File: config.mk
export PLATFORM = sky130hd
export DESIGN_NAME = ascii_register_command_parser_top
export DESIGN_NICKNAME = d
export VERILOG_FILES = /design/src/design/arcp_pkg.sv /design/src/design/arcp_front.sv /design/src/design/arcp_queue.sv /design/src/design/arcp_back.sv /design/src/design/ascii_register_command_parser_top.sv
export SDC_FILE = /design/constraint.sdc
export NUM_CORES = 1
export LEC_CHECK = 0
export BUFFER_PORTS_ARGS = -buffer_cell sky130_fd_sc_hd__buf_2
export CAP_MARGIN = 10
export CORE_ASPECT_RATIO = 1.4
export CORE_UTILIZATION = 60
export CTS_CLUSTER_DIAMETER = 100
export DETAILED_ROUTE_END_ITERATION = 12
export PLACE_DENSITY_LB_ADDON = 0.3
export SETUP_SLACK_MARGIN = 0.05
export SYNTH_ARGS = -nofsm -noshare
export SYNTH_HDL_FRONTEND = slang
export SYNTH_SLANG_ARGS = --single-unit
File: constraint.sdc
create_clock -name clk -period 4 [get_ports clk]
set_clock_uncertainty 0.15 [all_clocks]
set_input_delay 0.2 -clock clk [delete_from_list [all_inputs] [get_ports clk]]
set_output_delay 0.2 -clock clk [all_outputs]
set_load 0.05 [all_outputs]
File: src/design/arcp_pkg.sv
// shared types, constants and helpers for the ascii register command parser
// no dependencies; used by every module of the block
package arcp_pkg;

  localparam int QUEUE_DEPTH = 4;

  localparam logic [2:0] ST_OK      = 3'd0;
  localparam logic [2:0] ST_BAD_OP  = 3'd1;
  localparam logic [2:0] ST_COMMA1  = 3'd2;
  localparam logic [2:0] ST_COMMA2  = 3'd3;
  localparam logic [2:0] ST_BAD_HEX = 3'd4;

  localparam logic [2:0] POS_OP      = 3'd0;
  localparam logic [2:0] POS_COMMA1  = 3'd1;
  localparam logic [2:0] POS_ADDR_HI = 3'd2;
  localparam logic [2:0] POS_ADDR_LO = 3'd3;
  localparam logic [2:0] POS_COMMA2  = 3'd4;
  localparam logic [2:0] POS_DATA_HI = 3'd5;
  localparam logic [2:0] POS_DATA_LO = 3'd6;
  localparam logic [2:0] POS_LAST    = 3'd7;

  localparam logic [7:0] CH_W_UP = 8'h57;
  localparam logic [7:0] CH_W_LO = 8'h77;
  localparam logic [7:0] CH_R_UP = 8'h52;
  localparam logic [7:0] CH_R_LO = 8'h72;
  localparam logic [7:0] CH_COMMA = 8'h2C;

  typedef struct packed {
    logic [7:0] char_byte;
    logic       frame_end;
  } in_item_t;

  typedef struct packed {
    logic       is_read;
    logic [7:0] reg_address;
    logic [7:0] reg_data;
    logic [2:0] status;
  } out_item_t;

  // frame state captured at the end byte, before the missing positions are filled
  typedef struct packed {
    logic       op_is_read;
    logic [7:0] address;
    logic [7:0] data;
    logic [2:0] status;
    logic [2:0] position;
  } frame_rec_t;

  // {valid, value}
  function automatic logic [4:0] hex_decode(input logic [7:0] c);
    logic [4:0] r;
    r = 5'd0;
    if (c >= 8'd48 && c <= 8'd57) begin
      r = {1'b1, 4'(c - 8'd48)};
    end else if (c >= 8'd65 && c <= 8'd70) begin
      r = {1'b1, 4'(c - 8'd55)};
    end else if (c >= 8'd97 && c <= 8'd102) begin
      r = {1'b1, 4'(c - 8'd87)};
    end
    return r;
  endfunction

endpackage

File: src/design/arcp_front.sv
// front part: takes characters, classifies them and builds the frame state
// depends on arcp_pkg; hands finished frames to arcp_queue
module arcp_front (
  input  logic                  clk,
  input  logic                  rst,
  input  logic                  accept,
  input  arcp_pkg::in_item_t    char_in,
  output logic                  rec_push,
  output arcp_pkg::frame_rec_t  rec
);

  logic [2:0] char_position;
  logic       op_is_read;
  logic [7:0] address_acc;
  logic [7:0] data_acc;
  logic [2:0] status_acc;
  logic       digit_live;

  logic [2:0] char_position_next;
  logic       op_is_read_next;
  logic [7:0] address_acc_next;
  logic [7:0] data_acc_next;
  logic [2:0] status_acc_next;
  logic       digit_live_next;
  logic [4:0] hex;
  logic [7:0] c;

  assign c   = char_in.char_byte;
  assign hex = arcp_pkg::hex_decode(c);

  always_comb begin
    op_is_read_next  = op_is_read;
    address_acc_next = address_acc;
    data_acc_next    = data_acc;
    status_acc_next  = status_acc;
    digit_live_next  = digit_live;
    case (char_position)
      arcp_pkg::POS_OP: begin
        if (c == arcp_pkg::CH_W_UP || c == arcp_pkg::CH_W_LO) begin
          op_is_read_next = 1'b0;
        end else if (c == arcp_pkg::CH_R_UP || c == arcp_pkg::CH_R_LO) begin
          op_is_read_next = 1'b1;
        end else begin
          status_acc_next = arcp_pkg::ST_BAD_OP;
        end
      end
      arcp_pkg::POS_COMMA1: begin
        if (status_acc == arcp_pkg::ST_OK && c != arcp_pkg::CH_COMMA)
          status_acc_next = arcp_pkg::ST_COMMA1;
      end
      arcp_pkg::POS_ADDR_HI: begin
        digit_live_next = (status_acc == arcp_pkg::ST_OK);
        if (status_acc == arcp_pkg::ST_OK) begin
          address_acc_next = {hex[3:0], 4'd0};
          if (!hex[4]) status_acc_next = arcp_pkg::ST_BAD_HEX;
        end
      end
      arcp_pkg::POS_ADDR_LO: begin
        if (digit_live) begin
          address_acc_next = address_acc | {4'd0, hex[3:0]};
          if (!hex[4] && status_acc == arcp_pkg::ST_OK) status_acc_next = arcp_pkg::ST_BAD_HEX;
        end
        digit_live_next = 1'b0;
      end
      arcp_pkg::POS_COMMA2: begin
        if (status_acc == arcp_pkg::ST_OK && c != arcp_pkg::CH_COMMA)
          status_acc_next = arcp_pkg::ST_COMMA2;
      end
      arcp_pkg::POS_DATA_HI: begin
        digit_live_next = (status_acc == arcp_pkg::ST_OK);
        if (status_acc == arcp_pkg::ST_OK) begin
          data_acc_next = {hex[3:0], 4'd0};
          if (!hex[4]) status_acc_next = arcp_pkg::ST_BAD_HEX;
        end
      end
      arcp_pkg::POS_DATA_LO: begin
        if (digit_live) begin
          data_acc_next = data_acc | {4'd0, hex[3:0]};
          if (!hex[4] && status_acc == arcp_pkg::ST_OK) status_acc_next = arcp_pkg::ST_BAD_HEX;
        end
        digit_live_next = 1'b0;
      end
      default: begin
      end
    endcase
    char_position_next = (char_position == arcp_pkg::POS_LAST) ? char_position
                                                                : char_position + 3'd1;
  end

  assign rec_push        = accept && char_in.frame_end;
  assign rec.op_is_read  = op_is_read_next;
  assign rec.address     = address_acc_next;
  assign rec.data        = data_acc_next;
  assign rec.status      = status_acc_next;
  assign rec.position    = char_position_next;

  always_ff @(posedge clk) begin
    if (rst || rec_push) begin
      char_position <= arcp_pkg::POS_OP;
      op_is_read    <= 1'b0;
      address_acc   <= 8'd0;
      data_acc      <= 8'd0;
      status_acc    <= arcp_pkg::ST_OK;
      digit_live    <= 1'b0;
    end else if (accept) begin
      char_position <= char_position_next;
      op_is_read    <= op_is_read_next;
      address_acc   <= address_acc_next;
      data_acc      <= data_acc_next;
      status_acc    <= status_acc_next;
      digit_live    <= digit_live_next;
    end
  end

endmodule

File: src/design/arcp_queue.sv
// short first-in first-out queue of finished frames between front and back
// depends on arcp_pkg for the frame record type
module arcp_queue #(
  parameter int DEPTH = arcp_pkg::QUEUE_DEPTH
) (
  input  logic                  clk,
  input  logic                  rst,
  input  logic                  wr_en,
  input  arcp_pkg::frame_rec_t  wr_data,
  output logic                  full,
  input  logic                  rd_en,
  output arcp_pkg::frame_rec_t  rd_data,
  output logic                  rd_valid
);

  localparam int PTR_W = (DEPTH > 1) ? $clog2(DEPTH) : 1;
  localparam int CNT_W = $clog2(DEPTH + 1);

  arcp_pkg::frame_rec_t mem [DEPTH];
  logic [PTR_W-1:0] wr_ptr;
  logic [PTR_W-1:0] rd_ptr;
  logic [CNT_W-1:0] count;
  logic             do_wr;
  logic             do_rd;

  assign full     = (count == CNT_W'(DEPTH));
  assign rd_valid = (count != '0);
  assign do_wr    = wr_en && !full;
  assign do_rd    = rd_en && rd_valid;
  assign rd_data  = mem[rd_ptr];

  always_ff @(posedge clk) begin
    if (do_wr) mem[wr_ptr] <= wr_data;
  end

  always_ff @(posedge clk) begin
    if (rst) begin
      wr_ptr <= '0;
      rd_ptr <= '0;
      count  <= '0;
    end else begin
      if (do_wr) wr_ptr <= (wr_ptr == PTR_W'(DEPTH - 1)) ? '0 : wr_ptr + 1'b1;
      if (do_rd) rd_ptr <= (rd_ptr == PTR_W'(DEPTH - 1)) ? '0 : rd_ptr + 1'b1;
      if (do_wr && !do_rd) count <= count + 1'b1;
      else if (do_rd && !do_wr) count <= count - 1'b1;
    end
  end

endmodule

File: src/design/arcp_back.sv
// back part: completes a frame record (missing positions) and holds the result
// depends on arcp_pkg; reads from arcp_queue
module arcp_back (
  input  logic                  clk,
  input  logic                  rst,
  input  logic                  rec_valid,
  input  arcp_pkg::frame_rec_t  rec,
  output logic                  rec_pop,
  output logic                  empty,
  input  logic                  pop,
  output arcp_pkg::out_item_t   result
);

  logic                 out_valid;
  arcp_pkg::out_item_t  out_reg;
  arcp_pkg::out_item_t  out_next;
  logic [2:0]           st;

  // positions not reached count as zero bytes, which fail the first open check
  always_comb begin
    st = rec.status;
    if (rec.status == arcp_pkg::ST_OK && rec.position != arcp_pkg::POS_LAST) begin
      case (rec.position)
        arcp_pkg::POS_COMMA1: st = arcp_pkg::ST_COMMA1;
        arcp_pkg::POS_COMMA2: st = arcp_pkg::ST_COMMA2;
        default:              st = arcp_pkg::ST_BAD_HEX;
      endcase
    end
    out_next.is_read     = (st == arcp_pkg::ST_BAD_OP) ? 1'b0 : rec.op_is_read;
    out_next.reg_address = rec.address;
    out_next.reg_data    = rec.data;
    out_next.status      = st;
  end

  assign rec_pop = rec_valid && (!out_valid || pop);
  assign empty   = !out_valid;
  assign result  = out_reg;

  always_ff @(posedge clk) begin
    if (rec_pop) out_reg <= out_next;
  end

  always_ff @(posedge clk) begin
    if (rst) begin
      out_valid <= 1'b0;
    end else if (rec_pop) begin
      out_valid <= 1'b1;
    end else if (pop) begin
      out_valid <= 1'b0;
    end
  end

endmodule

File: src/design/ascii_register_command_parser_top.sv
// top level of the ascii register command parser
// depends on arcp_pkg, arcp_front, arcp_queue, arcp_back
//
// usage:
//   characters of a frame "op,AA,DD" enter on char_in, one per transaction,
//   taken when push is high and full is low; frame_end marks the last one.
//   one result per frame leaves on result, valid while empty is low and
//   taken when pop is high.
//   a character is taken every cycle while full is low, so the input rate
//   is one character per clock.
//   the frame record of a taken end character is written into the frame
//   queue, then registered in the output register once that is free.
//   results can leave at one per clock while pop is high and frames wait.
//   full rises only when QUEUE_DEPTH finished frames wait behind a result
//   the receiver has not popped; characters of an open frame then wait too.
//   reset clears the frame state, the queue and the output valid flag; the
//   block is ready in the cycle after rst falls.
module ascii_register_command_parser_top #(
  parameter int QUEUE_DEPTH = arcp_pkg::QUEUE_DEPTH
) (
  input  logic                 clk,
  input  logic                 rst,
  input  logic                 push,
  output logic                 full,
  input  arcp_pkg::in_item_t   char_in,
  output logic                 empty,
  input  logic                 pop,
  output arcp_pkg::out_item_t  result
);

  logic                  accept;
  logic                  rec_push;
  arcp_pkg::frame_rec_t  rec_in;
  arcp_pkg::frame_rec_t  rec_out;
  logic                  rec_valid;
  logic                  rec_pop;

  assign accept = push && !full;

  arcp_front u_front (
    .clk      (clk),
    .rst      (rst),
    .accept   (accept),
    .char_in  (char_in),
    .rec_push (rec_push),
    .rec      (rec_in)
  );

  arcp_queue #(
    .DEPTH (QUEUE_DEPTH)
  ) u_queue (
    .clk      (clk),
    .rst      (rst),
    .wr_en    (rec_push),
    .wr_data  (rec_in),
    .full     (full),
    .rd_en    (rec_pop),
    .rd_data  (rec_out),
    .rd_valid (rec_valid)
  );

  arcp_back u_back (
    .clk       (clk),
    .rst       (rst),
    .rec_valid (rec_valid),
    .rec       (rec_out),
    .rec_pop   (rec_pop),
    .empty     (empty),
    .pop       (pop),
    .result    (result)
  );

endmodule

---- Word level (Yosys, flattened, before mapping) ----
Memory sizes are Yosys's and may differ from the RTL's. A register that Yosys moved wholly into a read port is not among the register bits.
Cells that the tools add are included.
word-level totals
  flip-flop bits (word level) ............. 52
  bits in writable memories ............... 92
  input port bits ......................... 13
  output and inout bits ................... 22
  word-level logic and storage cells ...... 117
  memories kept ........................... 1
cells by class
  $add $sub $neg .......................... 8
  order comparisons ....................... 6
  equal/unequal tests ..................... 19
  mux-type cells .......................... 35
  bitwise operators ....................... 2
  reduce and logical (&&, ||, !) cells .... 32
memories
  name         depth  width  rd ports  clocked after memory_dff  wr ports  RTL line          source
  u_queue.mem  4      23     1         1                         1         arcp_queue.sv:19  arcp_pkg::frame_rec_t mem [DEPTH];
operators with widths
  cell                   count
  $mux W3                12
  $eq A8 B7 Y1 const B   4
  $mux W8                4
  $pmux W8 S2            2
  $eq A3 B3 Y1 const B   6
  $ge A8 B7 Y1 const B   2
  $le A8 B7 Y1 const B   2
  $or A8 B4 Y8           2
  $mux W5                3
  $pmux W3 S5            1
  $logic_and A1 B1 Y1    13
  $eq A3 B1 Y1 const B   3
  $logic_not A3 Y1       3
  $ge A8 B6 Y1 const B   1
  $le A8 B6 Y1 const B   1
  $mux W2                4
  $ne A8 B6 Y1 const B   1
  $sub A4 B3 Y4 const B  2
  $mux W1                7
  $add A3 B1 Y3 const B  2
  $eq A3 B2 Y1 const B   2
  $pmux W3 S2            1
  $reduce_bool A2 Y1     3
  $logic_not A1 Y1       5
  10 further kinds       16

---- Logic depth before layout (Yosys ltp) ----
Gate-level depths: netlist of run 1.
  depth in word-level cells ............... 10
  gate-level depth with buffers ........... 10
  mapped depth without buffers ............ 9

---- Modules after synthesis ----
A second synthesis of run 1 with hierarchy kept.
second synthesis, totals
  cells, all modules ...................... 404
  area, all modules ....................... 6132.1 um2
by module, submodules not included
  module                             instances  cells each  area an instance (um2)  sequential area each (um2)
  arcp_queue                         1          170         3811.2                  2942.8
  arcp_front                         1          196         1590.3                  480.5
  arcp_back                          1          37          716.9                   620.6
  ascii_register_command_parser_top  1          1           13.8                    0.0

---- Worst setup path before layout of run 1 ----
OpenSTA, ideal clock, no wires.
  path kind ............................... register to register
  start point ............................. register u_queue.count[0]
  end point ............................... register u_queue.count[2]
  setup time .............................. 0.071 ns
  data arrival time ....................... 2.744 ns
  data required time ...................... 3.779 ns
  path slack .............................. 1.035 ns
  stages on the path, launching flop included .. 10
  buffers on the path ..................... 0
  clock period less this slack ............ 2.965 ns
  path through ............................ dfxtp_1 -> nor3_1 -> a21oi_1 -> inv_1 -> ha_1 -> inv_1 -> fa_1 -> xor2_1 -> or3_1 -> a21oi_1
between the ends
  elaborated cells between the ends (all ways) .. 17
  those cells by class .................... add/sub: 2; eq/ne: 1; mux: 2; reduce/logical: 12
RTL lines
  item                                                  RTL line                                 source
  start, declared                                       arcp_queue.sv:22                         logic [CNT_W-1:0] count;
  start signal, assigned                                arcp_queue.sv:44                         if (do_wr && !do_rd) count <= count + 1'b1;
  start signal, assigned                                arcp_queue.sv:45                         else if (do_rd && !do_wr) count <= count - 1'b1;
  $reduce_bool A3 Y1 (*)                                arcp_queue.sv:27                         assign rd_valid = (count != '0);
  $logic_and A1 B1 Y1 (*)                               arcp_back.sv:35                          assign rec_pop = rec_valid && (!out_valid || pop);
  via rec_pop                                           ascii_register_command_parser_top.sv:36  logic rec_pop;
  $logic_and A1 B1 Y1 (*)                               arcp_queue.sv:29                         assign do_rd = rd_en && rd_valid;
  $logic_not A1 Y1                                      arcp_queue.sv:44
  $logic_and A1 B1 Y1                                   arcp_queue.sv:44
  $mux W3 / $reduce_bool A2 Y1 (equally long branches)  n/a
Mark *: on every way through the listed nets, which the timed path passes. The rest lies on a longest branch. The select of a mux whose other input is x is not followed.
A chain may end at the register's enable or synchronous reset.

---- Final worst setup path of run 1 ----
Ends and elaborated chain as after synthesis.

==> impl_metrics.py, run 1 <==
metrics = {
    "run_status": {
        "run_status": "complete, no violations",
    },
    "detailed_routing": {
        "routed_via_density": 5.92,
        "drt_pre_antenna_iters": 5,
        "drt_first_iter_violations": 187,
        "finalWirelength_um": 11300,
        "drt.antenna.violating_nets": 0,
        "post_drt_wl_per_cell_um": 18.9,
        "drc": 0,
        "via_count": 3530,
    },
    "floorplan": {
        "die-width_um": 87.3,
        "rows": 43,
        "floorplan.die_area_um2": 10600,
        "effective_utilization_at_floorplan_pct": 61.7,
        "die_height_um": 121,
        "pin_count": 35,
        "design.core.area_um2": 9900,
    },
    "timing": {
        "worst_slack_ns": 1.53,
        "rsz0062_at_grt": "false",
        "count_of_final_max_slew_check_failures": 0,
        "timing.final.setup_violations": 0,
        "timing.fmax_mhz": 405,
        "finalSetupTns_ns": 0,
        "worst_slew_pin_slew_ns": 0.688,
        "hold_viol_final": 0,
        "share_of_the_cycle_needed_by_the_critical_path_after_routing_pct": 61.7,
        "maxSlewHeadroom_pct": 54.0,
        "fin_crit_ns": 2.47,
    },
    "cts": {
        "insertion_delay_ns": 0.42,
        "cts_repair_resize_count": 0,
        "total_clock_buffers_created_by_cts": 17,
        "cts_tree": "done",
        "htree_num_levels": 4,
        "ctsRootBufferMaster": "clkbuf_16",
        "cts_num_sinks": 146,
        "cts.reportedPaths.clkPinSlew_ns": 0.06,
        "max-clock-path-buffers": 2,
    },
    "place": {
        "gpl.final_weighted_congestion": 0.835,
        "hpwlAfterDp_um": 7440,
        "placed_area_um2": 6440,
        "io_buffer_count": 34,
        "dp_slack_ns": 1.51,
    },
    "worst_setup_path": {
        "worst-path-max-fanout": 23,
        "r2r-start": "u_queue.count[0]$_SDFFE_PP0P_",
        "worst-endpoint-arrival_ns": 2.67,
        "critical_path_class": "flop to flop",
        "setup.worst_path.end_class": "flop",
        "worst_r2r_setup_slack_ns": 1.53,
        "worstRegToRegCells": 10,
        "critical_path.reg2reg.endpoint": "u_queue.count[2]$_SDFFE_PP0P_",
        "worst-endpoint-required_ns": 4.20,
        "setup.worst_path.start_class": "flop",
    },
    "logic_synthesis": {
        "synth_fa_ha_area_share_pct": 3.20,
        "syn-num-nets": 425,
        "netlist.top_cell.by_area": "edfxtp_1",
        "synth_compound_area_share_pct": 10.0,
        "synthesis.yosys.warnings": 0,
        "synth_area_per_cell_um2": 15.4,
        "synth.mux.area_fraction_pct": 9.67,
        "synth-simple-area-share_pct": 7.75,
        "postSynth.topFlopCell": "edfxtp_1",
        "synthTopCellsByCount": "112 x edfxtp_1, 34 x dfxtp_1, 23 x mux4_2, 22 x nand2_1, 19 x inv_1",
        "synth-edff-count": 112,
        "synth.cell_area_um2": 6110,
        "synth.ff_latch_count": 146,
        "synthesis.instances": 397,
        "netlist_top_cells_area": "edfxtp_1 55%, dfxtp_1 11%, mux4_2 8.5%",
        "synth_xor_area_share_pct": 0.861,
        "synth_most_common_cell": "edfxtp_1",
        "synth_largest_type_area_fraction_pct": 55.1,
        "synth_seq_area_share_pct": 66.2,
        "synth-async-reset-ratio_pct": 0,
        "synth_top_family_by_area": "compound AO/OA/AOI/OAI gates",
        "synthDistinctLibCells": 59,
    },
    "power": {
        "pwr-share-seq_pct": 41.3,
        "power.share.combinational_pct": 27.3,
        "clockPowerShare_pct": 31.4,
        "power.switching_mw": 1.61,
        "standby_leakage_power_nw": 2.53,
        "swShare_pct": 34.1,
        "internal-power_mw": 3.12,
        "design_power_total_mw": 4.73,
        "power.ir.vdd_worst_uv": 397,
        "power_density_nw_per_um2": 672,
    },
    "global_routing": {
        "first_global_vias": 3578,
        "number_of_antenna_violations_at_the_first_check_in_global_routing": 0,
        "grt_ovf": 0,
        "wire_length_of_the_first_global_routing_pass_um": 18300,
        "largest_net_degree_at_the_start_of_global_routing": 24,
        "grtUsageTotal_pct": 24.0,
    },
    "finish": {
        "layout.cell_area.non_filler_um2": 7050,
        "nets": 476,
        "fin_util_pct": 71.2,
        "fillers": 676,
        "ratio_of_cells_with_drive_above_1_in_the_final_layout_pct": 25.6,
        "syn_to_final_growth_pct": 15.5,
        "diodes": 0,
    },
    "min_path": {
        "worstHoldPathCells": 4,
        "worstHoldStart": "char_in[6]",
        "hp-class": "input pin to flop",
        "whs_endpoint": "u_front.status_acc[1]$_SDFFE_PP0P_",
    },
    "run": {
        "cap_viol_max_count": 0,
    },
}
-- placed cells by master, fill, tap and decap left out, drive strengths merged, types with 3 or more instances in the layout --
cell type,instances
a22o,19
and3,5
xnor2,3
or3b,3
mux2i,5
buf,42
o21a,4
a32o,6
nor2,18
mux4,23
edfxtp,112
o32ai,4
dfxtp,34
inv,29
nor3b,4
a31oi,4
o21ai,8
a21oi,9
dlygate4sd3,5
nor3,5
clkinv,4
xor2,3
nor2b,3
nand3,12
or3,4
o211ai,3
ha,14
and2,3
clkbuf,17
o31ai,5
nand2,22
-- layout make-up --
class / instances / area (µm²) / area share [%]
inverter: 19 / 71.3 / 1.01
clock buffer: 17 / 425 / 6.03
clock inverter: 15 / 134 / 1.90
timing repair buffer: 47 / 280 / 3.98
tap: 135 / 169 / 2.40
multi-input combinational: 217 / 1930 / 27.3
sequential: 146 / 4040 / 57.4
-- kinds of logic (layout without fill, tap and decap cells) --
group,after synthesis,in the layout
fa+ha+maj,15,15
flops,146,146
buf+inv,34,98
xor+xnor,6,6
mux,30,30
simple gates,89,89
compound gates,77,77
-- worst max path at each step --
stage | slack, ns | depth (start not counted) | from | to
after global placement | 1.61 | 10 | u_queue.count[0]$_SDFFE_PP0P_ | u_queue.count[2]$_SDFFE_PP0P_
after CTS | 1.51 | 10 | u_queue.count[0]$_SDFFE_PP0P_ | u_queue.count[2]$_SDFFE_PP0P_
after global routing | 1.39 | 9 | u_queue.count[0]$_SDFFE_PP0P_ | u_queue.count[2]$_SDFFE_PP0P_
after detailed placement | 1.51 | 10 | u_queue.count[0]$_SDFFE_PP0P_ | u_queue.count[2]$_SDFFE_PP0P_
final | 1.53 | 10 | u_queue.count[0]$_SDFFE_PP0P_ | u_queue.count[2]$_SDFFE_PP0P_
after floorplan | 1.04 | 9 | u_queue.count[0]$_SDFFE_PP0P_ | u_queue.count[2]$_SDFFE_PP0P_
-- state kept, by name, summed over array words and instances, names as in the netlist, named ones only --
name,cells
u_back.out_valid,1
u_back.result,20
u_front.address_acc,8
u_front.char_position,3
u_front.data_acc,8
u_front.digit_live,1
u_front.op_is_read,1
u_front.status_acc,3
u_queue.count,3
u_queue.mem,92
u_queue.rd_ptr,2
u_queue.wr_ptr,2
-- metal layers --
| layer | GRT usage (%) | vias up | share of wire [%] |
|---|---|---|---|
| met1 | 30.4 | 1745 | 43 |
| met5 | 0 | - | 0 |
| li1 | - | 1660 | - |
| met3 | 5.71 | 23 | 4.1 |
| met4 | 11.8 | 0 | 2.4 |
| met2 | 38.6 | 102 | 50 |
-- power groups by stage --
stage | combinational [mW] | clock (mW) | sequential (mW)
after CTS | 1.30 | 1.50 | 1.96
after detailed placement | 1.28 | 0 | 1.99
after global routing | 1.38 | 1.56 | 1.98
after global placement | 1.25 | 0 | 1.98
final | 1.29 | 1.49 | 1.96
after floorplan | 0.617 | 0 | 2.37
-- critical path, cell delays in order, from the launching register on --
cell and delay, ns:
dfxtp_1 0.35, nor3_1 0.27, a21oi_2 0.05, buf_4 0.24, inv_1 0.09, ha_1 0.17
inv_1 0.06, fa_1 0.38, xor2_1 0.17, or3_1 0.32, a21oi_1 0.14
-- per-stage QoR --
stage,std cells,hold WS [ns]
finish,596,0.0515
CTS,596,0.0285
global placement,559,0.294
floorplan,397,0.210
detailed placement,559,0.297
global route,596,0.101
-- timing repair --
action / 4_1_cts / 5_1_grt
setup endpoints to repair: 0 / 0
hold endpoints to repair: 5 / 0
hold buffers: 5 / 0
setup buffers: 0 / 0
No activity file was read; power rests on OpenSTA's default activity.
==> run 2: changes to the inputs <==
--- a/config.mk
+++ b/config.mk
@@ -8,7 +8,7 @@
 export BUFFER_PORTS_ARGS = -buffer_cell sky130_fd_sc_hd__buf_2
 export CAP_MARGIN = 10
 export CORE_ASPECT_RATIO = 1.4
-export CORE_UTILIZATION = 60
+export CORE_UTILIZATION = 54
 export CTS_CLUSTER_DIAMETER = 100
 export DETAILED_ROUTE_END_ITERATION = 12
 export PLACE_DENSITY_LB_ADDON = 0.3
==> constraint.sdc (replaced) <==
create_clock -name clk -period 2.1 [get_ports clk]
set_clock_uncertainty 0.15 [all_clocks]
set_input_delay 0.105 -clock clk [delete_from_list [all_inputs] [get_ports clk]]
set_output_delay 0.105 -clock clk [all_outputs]
set_load 0.05 [all_outputs]
==> run 2 against run 1 <==
Against the previous run: combinational power rose by 110%; largest cell class unchanged; sequential power rose by 91%; first-iteration DRC count rose by 12%; global-route usage fell by 2.6 points; die area rose by 11%; highest routed layer unchanged; sequential share of layout area fell by 2.3 points; register-to-register slack got worse by 1.5 ns; cell area rose by 4.4%; via count rose by 4.3%; critical path type unchanged; power rose by 92%.
==> impl_metrics.py, run 2 (synthesized netlist as in run 1, its figures left out) <==
metrics = {
    "power": {
        "pwr-share-seq_pct": 41.2,
        "clockPowerShare_pct": 29.7,
        "internal-power_mw": 6.16,
        "standby_leakage_power_nw": 2.65,
        "power.share.combinational_pct": 29.1,
        "power.switching_mw": 2.94,
        "swShare_pct": 32.3,
        "power.ir.vdd_worst_uv": 920,
        "power_density_nw_per_um2": 1240,
    },
    "detailed_routing": {
        "drc": 0,
        "post_drt_wl_per_cell_um": 18.8,
        "finalWirelength_um": 11700,
        "drt_first_iter_violations": 209,
        "routed_via_density": 5.91,
        "via_count": 3682,
        "drt_pre_antenna_iters": 4,
        "drt.antenna.violating_nets": 0,
    },
    "timing": {
        "count_of_final_max_slew_check_failures": 0,
        "timing.fmax_mhz": 479,
        "share_of_the_cycle_needed_by_the_critical_path_after_routing_pct": 99.4,
        "timing.final.setup_violations": 0,
        "maxSlewHeadroom_pct": 52.5,
        "rsz0062_at_grt": "true",
        "worst_slew_pin_slew_ns": 0.707,
        "worst_slack_ns": 0.0128,
        "worst_hold_margin_ns": 0.0448,
        "fin_crit_ns": 2.09,
        "hold_viol_final": 0,
    },
    "cts": {
        "cts.reportedPaths.clkPinSlew_ns": 0.06,
        "insertion_delay_ns": 0.41,
        "total_clock_buffers_created_by_cts": 17,
        "max-clock-path-buffers": 2,
        "ctsRootBufferMaster": "clkbuf_16",
        "cts_tree": "done",
        "cts_num_sinks": 146,
        "htree_num_levels": 4,
    },
    "global_routing": {
        "largest_net_degree_at_the_start_of_global_routing": 24,
        "grtUsageTotal_pct": 21.4,
        "wire_length_of_the_first_global_routing_pass_um": 18800,
        "number_of_antenna_violations_at_the_first_check_in_global_routing": 0,
        "first_global_vias": 3746,
        "grt_ovf": 0,
    },
    "min_path": {
        "whs_endpoint": "u_front.op_is_read$_SDFFE_PP0P_",
        "hp-class": "input pin to flop",
        "worstHoldPathCells": 4,
        "worstHoldStart": "char_in[8]",
    },
    "finish": {
        "nets": 497,
        "largest_register_ff_count": 92,
        "diodes": 0,
        "ratio_of_cells_with_drive_above_1_in_the_final_layout_pct": 33.4,
        "fillers": 775,
        "syn_to_final_growth_pct": 20.5,
        "largest-register": "u_queue.mem",
        "leading_cell_types_in_the_layout_fill_and_taps_excluded": "112 x edfxtp_1, 34 x buf_2, 29 x dfxtp_1",
        "multiInputGateArea_um2": 2030,
        "stdcell_count": 623,
        "mostFrequentLayoutCell": "edfxtp_1",
        "layout.area.seq_um2": 4060,
    },
    "floorplan": {
        "pin_count": 35,
        "die_height_um": 128,
        "floorplan.die_area_um2": 11700,
        "design.core.area_um2": 10900,
        "effective_utilization_at_floorplan_pct": 55.9,
        "rows": 45,
        "die-width_um": 91.9,
    },
    "worst_setup_path": {
        "setup.worst_path.start_class": "flop",
        "worst_r2r_setup_slack_ns": 0.01,
        "critical_path.reg2reg.endpoint": "u_queue.count[2]$_SDFFE_PP0P_",
        "setup.worst_path.end_class": "flop",
        "worst-endpoint-arrival_ns": 2.28,
        "worstRegToRegCells": 9,
        "worst-path-max-fanout": 4,
        "r2r-start": "u_queue.count[2]$_SDFFE_PP0P_",
        "worst-endpoint-required_ns": 2.29,
        "critical_path_class": "flop to flop",
    },
    "place": {
        "hpwlAfterDp_um": 7800,
        "dp_slack_ns": -0.112,
        "gpl.final_weighted_congestion": 0.823,
        "placed_cells": 582,
        "io_buffer_count": 34,
    },
    "run": {
        "cap_viol_max_count": 0,
    },
    "run_status": {
        "run_status": "complete, no violations",
    },
}
-- run 2: cell count changes in the layout (fill, tap and decap cells not counted), moves of 4 or more --
cell,delta
dfxtp_1,-5
buf_12,+4
inv_6,-7
and3_2,+5
clkinv_2,+5
and3_1,-5
buf_4,+14
-- run 2: layout make-up --
| type | count | area share (%) |
|---|---|---|
| inverter | 19 | 0.969 |
| sequential | 146 | 55.1 |
| clock inverter | 10 | 0.799 |
| clock buffer | 22 | 6.60 |
| multi-input combinational | 218 | 27.5 |
| tap | 141 | 2.40 |
| timing repair buffer | 67 | 6.61 |
-- run 2: critical path, cell delays in order (launching register included) --
cell,delay [ns]
dfxtp_2,0.34
or3b_4,0.25
nand3_4,0.07
inv_2,0.08
ha_4,0.13
inv_1,0.05
fa_2,0.33
xor2_1,0.15
or3_1,0.32
a21oi_2,0.15
-- run 2: how the worst max path moves through the flow --
| stage | slack (ns) | from | end |
|---|---|---|---|
| floorplan | -0.05 | u_queue.count[0]$_SDFFE_PP0P_ | u_queue.count[2]$_SDFFE_PP0P_ |
| global route | -0.06 | u_queue.count[2]$_SDFFE_PP0P_ | u_front.address_acc[7]$_SDFFE_PP0P_ |
| CTS | 0.008 | u_queue.count[0]$_SDFFE_PP0P_ | u_queue.count[2]$_SDFFE_PP0P_ |
| detailed placement | -0.11 | char_in[1] | u_queue.mem[1][20]$_DFFE_PP_ |
| global placement | 0.03 | u_front.char_position[0]$_SDFFE_PP0P_ | u_front.data_acc[7]$_SDFFE_PP0P_ |
| finish | 0.01 | u_queue.count[2]$_SDFFE_PP0P_ | u_queue.count[2]$_SDFFE_PP0P_ |
-- run 2: metal layers --
layer	vias up	wire length, µm	track usage, %
li1	1715	-	-
met1	1835	4750	25.7
met2	111	6210	37.4
met3	21	489	4.86
met4	0	243	8.27
met5	-	0	0
-- run 2: stage by stage --
step	util (%)	setup TNS [ns]	power [mW]	cell area, µm²
2_1_floorplan	-	-0.0513	5.73	6150
3_3_place_gp	61.0	0	6.29	6660
3_5_place_dp	61.0	-1.03	6.37	6660
4_1_cts	66.9	0	9.11	7310
5_1_grt	67.4	-0.404	9.46	7360
6_report	67.4	0	9.10	7360
-- run 2: power groups by stage --
| stage | clock (mW) | combinational [mW] | sequential, mW |
|---|---|---|---|
| CTS | 2.73 | 2.63 | 3.75 |
| global placement | 0 | 2.50 | 3.79 |
| detailed placement | 0 | 2.56 | 3.81 |
| floorplan | 0 | 1.21 | 4.52 |
| global route | 2.86 | 2.82 | 3.79 |
| finish | 2.70 | 2.65 | 3.75 |
-- run 2: repair_timing --
item	CTS	global route
setup buffers	2	0
pin swaps	2	3
hold buffers	6	0
setup endpoints to repair	28	59
endpoints found under the hold margin	12	0
resized for setup	8	15
gates cloned	0	1
==> run 3: changes to the inputs <==
==> constraint.sdc (replaced) <==
create_clock -name clk -period 2.1 [get_ports clk]
set_clock_uncertainty 0.15 [all_clocks]
set_input_delay 0.63 -clock clk [delete_from_list [all_inputs] [get_ports clk]]
set_output_delay 0.63 -clock clk [all_outputs]
set_load 0.05 [all_outputs]
==> run 3 against run 2 <==
Against the previous run: sequential cell count unchanged; cell area grew 5.5%; register-to-register slack got worse by 0.12 ns; clock power increased by 9.6%; die area unchanged; the flow now finishes with violations (setup timing); non-clock buffer count increased by 35; maximum frequency decreased by 7.0%; power is 4.4% higher; combinational power is 6% higher.
==> impl_metrics.py, run 3 (synthesized netlist as in run 1, its figures left out) <==
metrics = {
    "min_path": {
        "worstHoldStart": "u_front.address_acc[2]$_SDFFE_PP0P_",
        "hp-class": "flop to flop",
    },
    "cts": {
        "max-clock-path-buffers": 2,
        "insertion_delay_ns": 0.41,
        "ctsRootBufferMaster": "clkbuf_16",
        "cts_num_sinks": 146,
        "cts.reportedPaths.clkPinSlew_ns": 0.06,
        "htree_num_levels": 4,
        "cts_tree": "done",
        "total_clock_buffers_created_by_cts": 17,
        "hold_buf_cts": 0,
    },
    "finish": {
        "fillers": 712,
        "leading_cell_types_in_the_layout_fill_and_taps_excluded": "112 x edfxtp_1, 61 x buf_4, 32 x buf_2",
        "fin_util_pct": 71.1,
        "largest-register": "u_queue.mem",
        "largest_register_ff_count": 92,
        "mostFrequentLayoutCell": "edfxtp_1",
        "diodes": 0,
        "nets": 531,
        "syn_to_final_growth_pct": 27.1,
        "ratio_of_cells_with_drive_above_1_in_the_final_layout_pct": 40.9,
    },
    "detailed_routing": {
        "post_drt_wl_per_cell_um": 19.3,
        "drc": 0,
        "via_count": 3883,
        "routed_via_density": 5.91,
        "finalWirelength_um": 12700,
        "drt.antenna.violating_nets": 0,
        "drt_pre_antenna_iters": 5,
        "drt_first_iter_violations": 202,
    },
    "worst_setup_path": {
        "worst-endpoint-required_ns": 1.32,
        "setup.worst_path.end_class": "output pin",
        "worst-endpoint-arrival_ns": 1.46,
        "critPathLaunch": "u_queue.count[1]$_SDFFE_PP0P_",
        "worst-path-max-fanout": 2,
        "r2r-start": "u_queue.count[2]$_SDFFE_PP0P_",
        "setup.worst_path.start_class": "flop",
        "critical_path_class": "flop to output pin",
    },
    "power": {
        "standby_leakage_power_nw": 2.88,
        "power_density_nw_per_um2": 1220,
        "power.ir.vdd_worst_uv": 595,
    },
    "global_routing": {
        "number_of_antenna_violations_at_the_first_check_in_global_routing": 0,
        "largest_net_degree_at_the_start_of_global_routing": 24,
        "first_global_vias": 3952,
        "grt_ovf": 0,
        "grtUsageTotal_pct": 22.8,
        "wire_length_of_the_first_global_routing_pass_um": 19800,
    },
    "floorplan": {
        "pin_count": 35,
        "die_height_um": 128,
        "floorplan.die_area_um2": 11700,
        "effective_utilization_at_floorplan_pct": 55.9,
        "design.core.area_um2": 10900,
        "rows": 45,
        "die-width_um": 91.9,
    },
    "place": {
        "gpl.final_weighted_congestion": 0.852,
        "io_buffer_count": 34,
        "hpwlAfterDp_um": 8150,
    },
    "timing": {
        "count_of_final_max_slew_check_failures": 0,
        "fin_crit_ns": 2.24,
        "rsz0062_at_grt": "true",
        "hold_viol_final": 0,
        "maxSlewHeadroom_pct": 66.3,
        "timing.final.setup_violations": 2,
        "worst_slew_pin_slew_ns": 0.505,
        "worst_slack_ns": -0.144,
        "share_of_the_cycle_needed_by_the_critical_path_after_routing_pct": 107,
        "timing.fmax_mhz": 446,
        "finalSetupTns_ns": -0.249,
    },
    "run_status": {
        "run_status": "complete, but fails checks",
        "violations": "setup timing",
    },
    "run": {
        "cap_viol_max_count": 0,
    },
}
run 3: cell type report:
class / count / area [µm²] / area share (%)
flip-flops and latches: 146 / 4050 / 52.2
clock inverters: 11 / 138 / 1.77
repair buffers: 102 / 768 / 9.90
multi-input cells: 217 / 2090 / 26.9
clock buffers: 21 / 440 / 5.67
inverters: 19 / 101 / 1.31
well taps: 141 / 176 / 2.27
run 3: routing by layer:
layer	vias up	GRT usage [%]	routed length, µm
met5	-	0	0
met4	0	10.2	318
met3	25	5.75	496
met2	132	40.5	6950
met1	1951	25.6	4950
li1	1775	-	-
run 3: final timing paths:
| path | to | slack (ns) | depth (start not counted) |
|---|---|---|---|
| max | full | -0.14 | 4 |
| max reg2reg | u_queue.count[2]$_SDFFE_PP0P_ | -0.11 | 11 |
| min reg2reg | u_front.address_acc[2]$_SDFFE_PP0P_ | 0.31 | 2 |
| min | u_front.address_acc[2]$_SDFFE_PP0P_ | 0.31 | 2 |
run 3: critical path, cell delays in order, from the launching register on:
cell	delay, ns
dfxtp_2	0.33
or3b_4	0.41
buf_6	0.13
inv_4	0.05
buf_8	0.13
run 3: power breakdown:
group | switching (mW) | leakage, nW | internal, mW
logic | 1.76 | 1.26 | 1.04
registers | 0.147 | 1.34 | 3.59
clock network | 1.10 | 0.280 | 1.86
total | 3.01 | 2.88 | 6.49
run 3: through the flow:
step                power [mW]  setup slack, ns  hold slack (ns)  area [µm²]  cells
detailed placement        6.44           -0.364            0.297        7010    617
global route              9.85           -0.188            0.332        7760    657
global placement          6.37           -0.285            0.295        7010    617
floorplan                 5.72           -0.217            0.282        6240    397
finish                    9.50           -0.144            0.309        7760    657
CTS                       9.47           -0.146            0.305        7660    654
run 3: what timing repair did:
| item | in CTS | in global routing |
|---|---|---|
| hold endpoints to repair | 0 | 0 |
| cloned | 0 | 1 |
| gates resized for setup | 12 | 20 |
| setup endpoints to repair | 9 | 140 |
| pin swaps | 1 | 1 |
| buffers inserted | 5 | 2 |
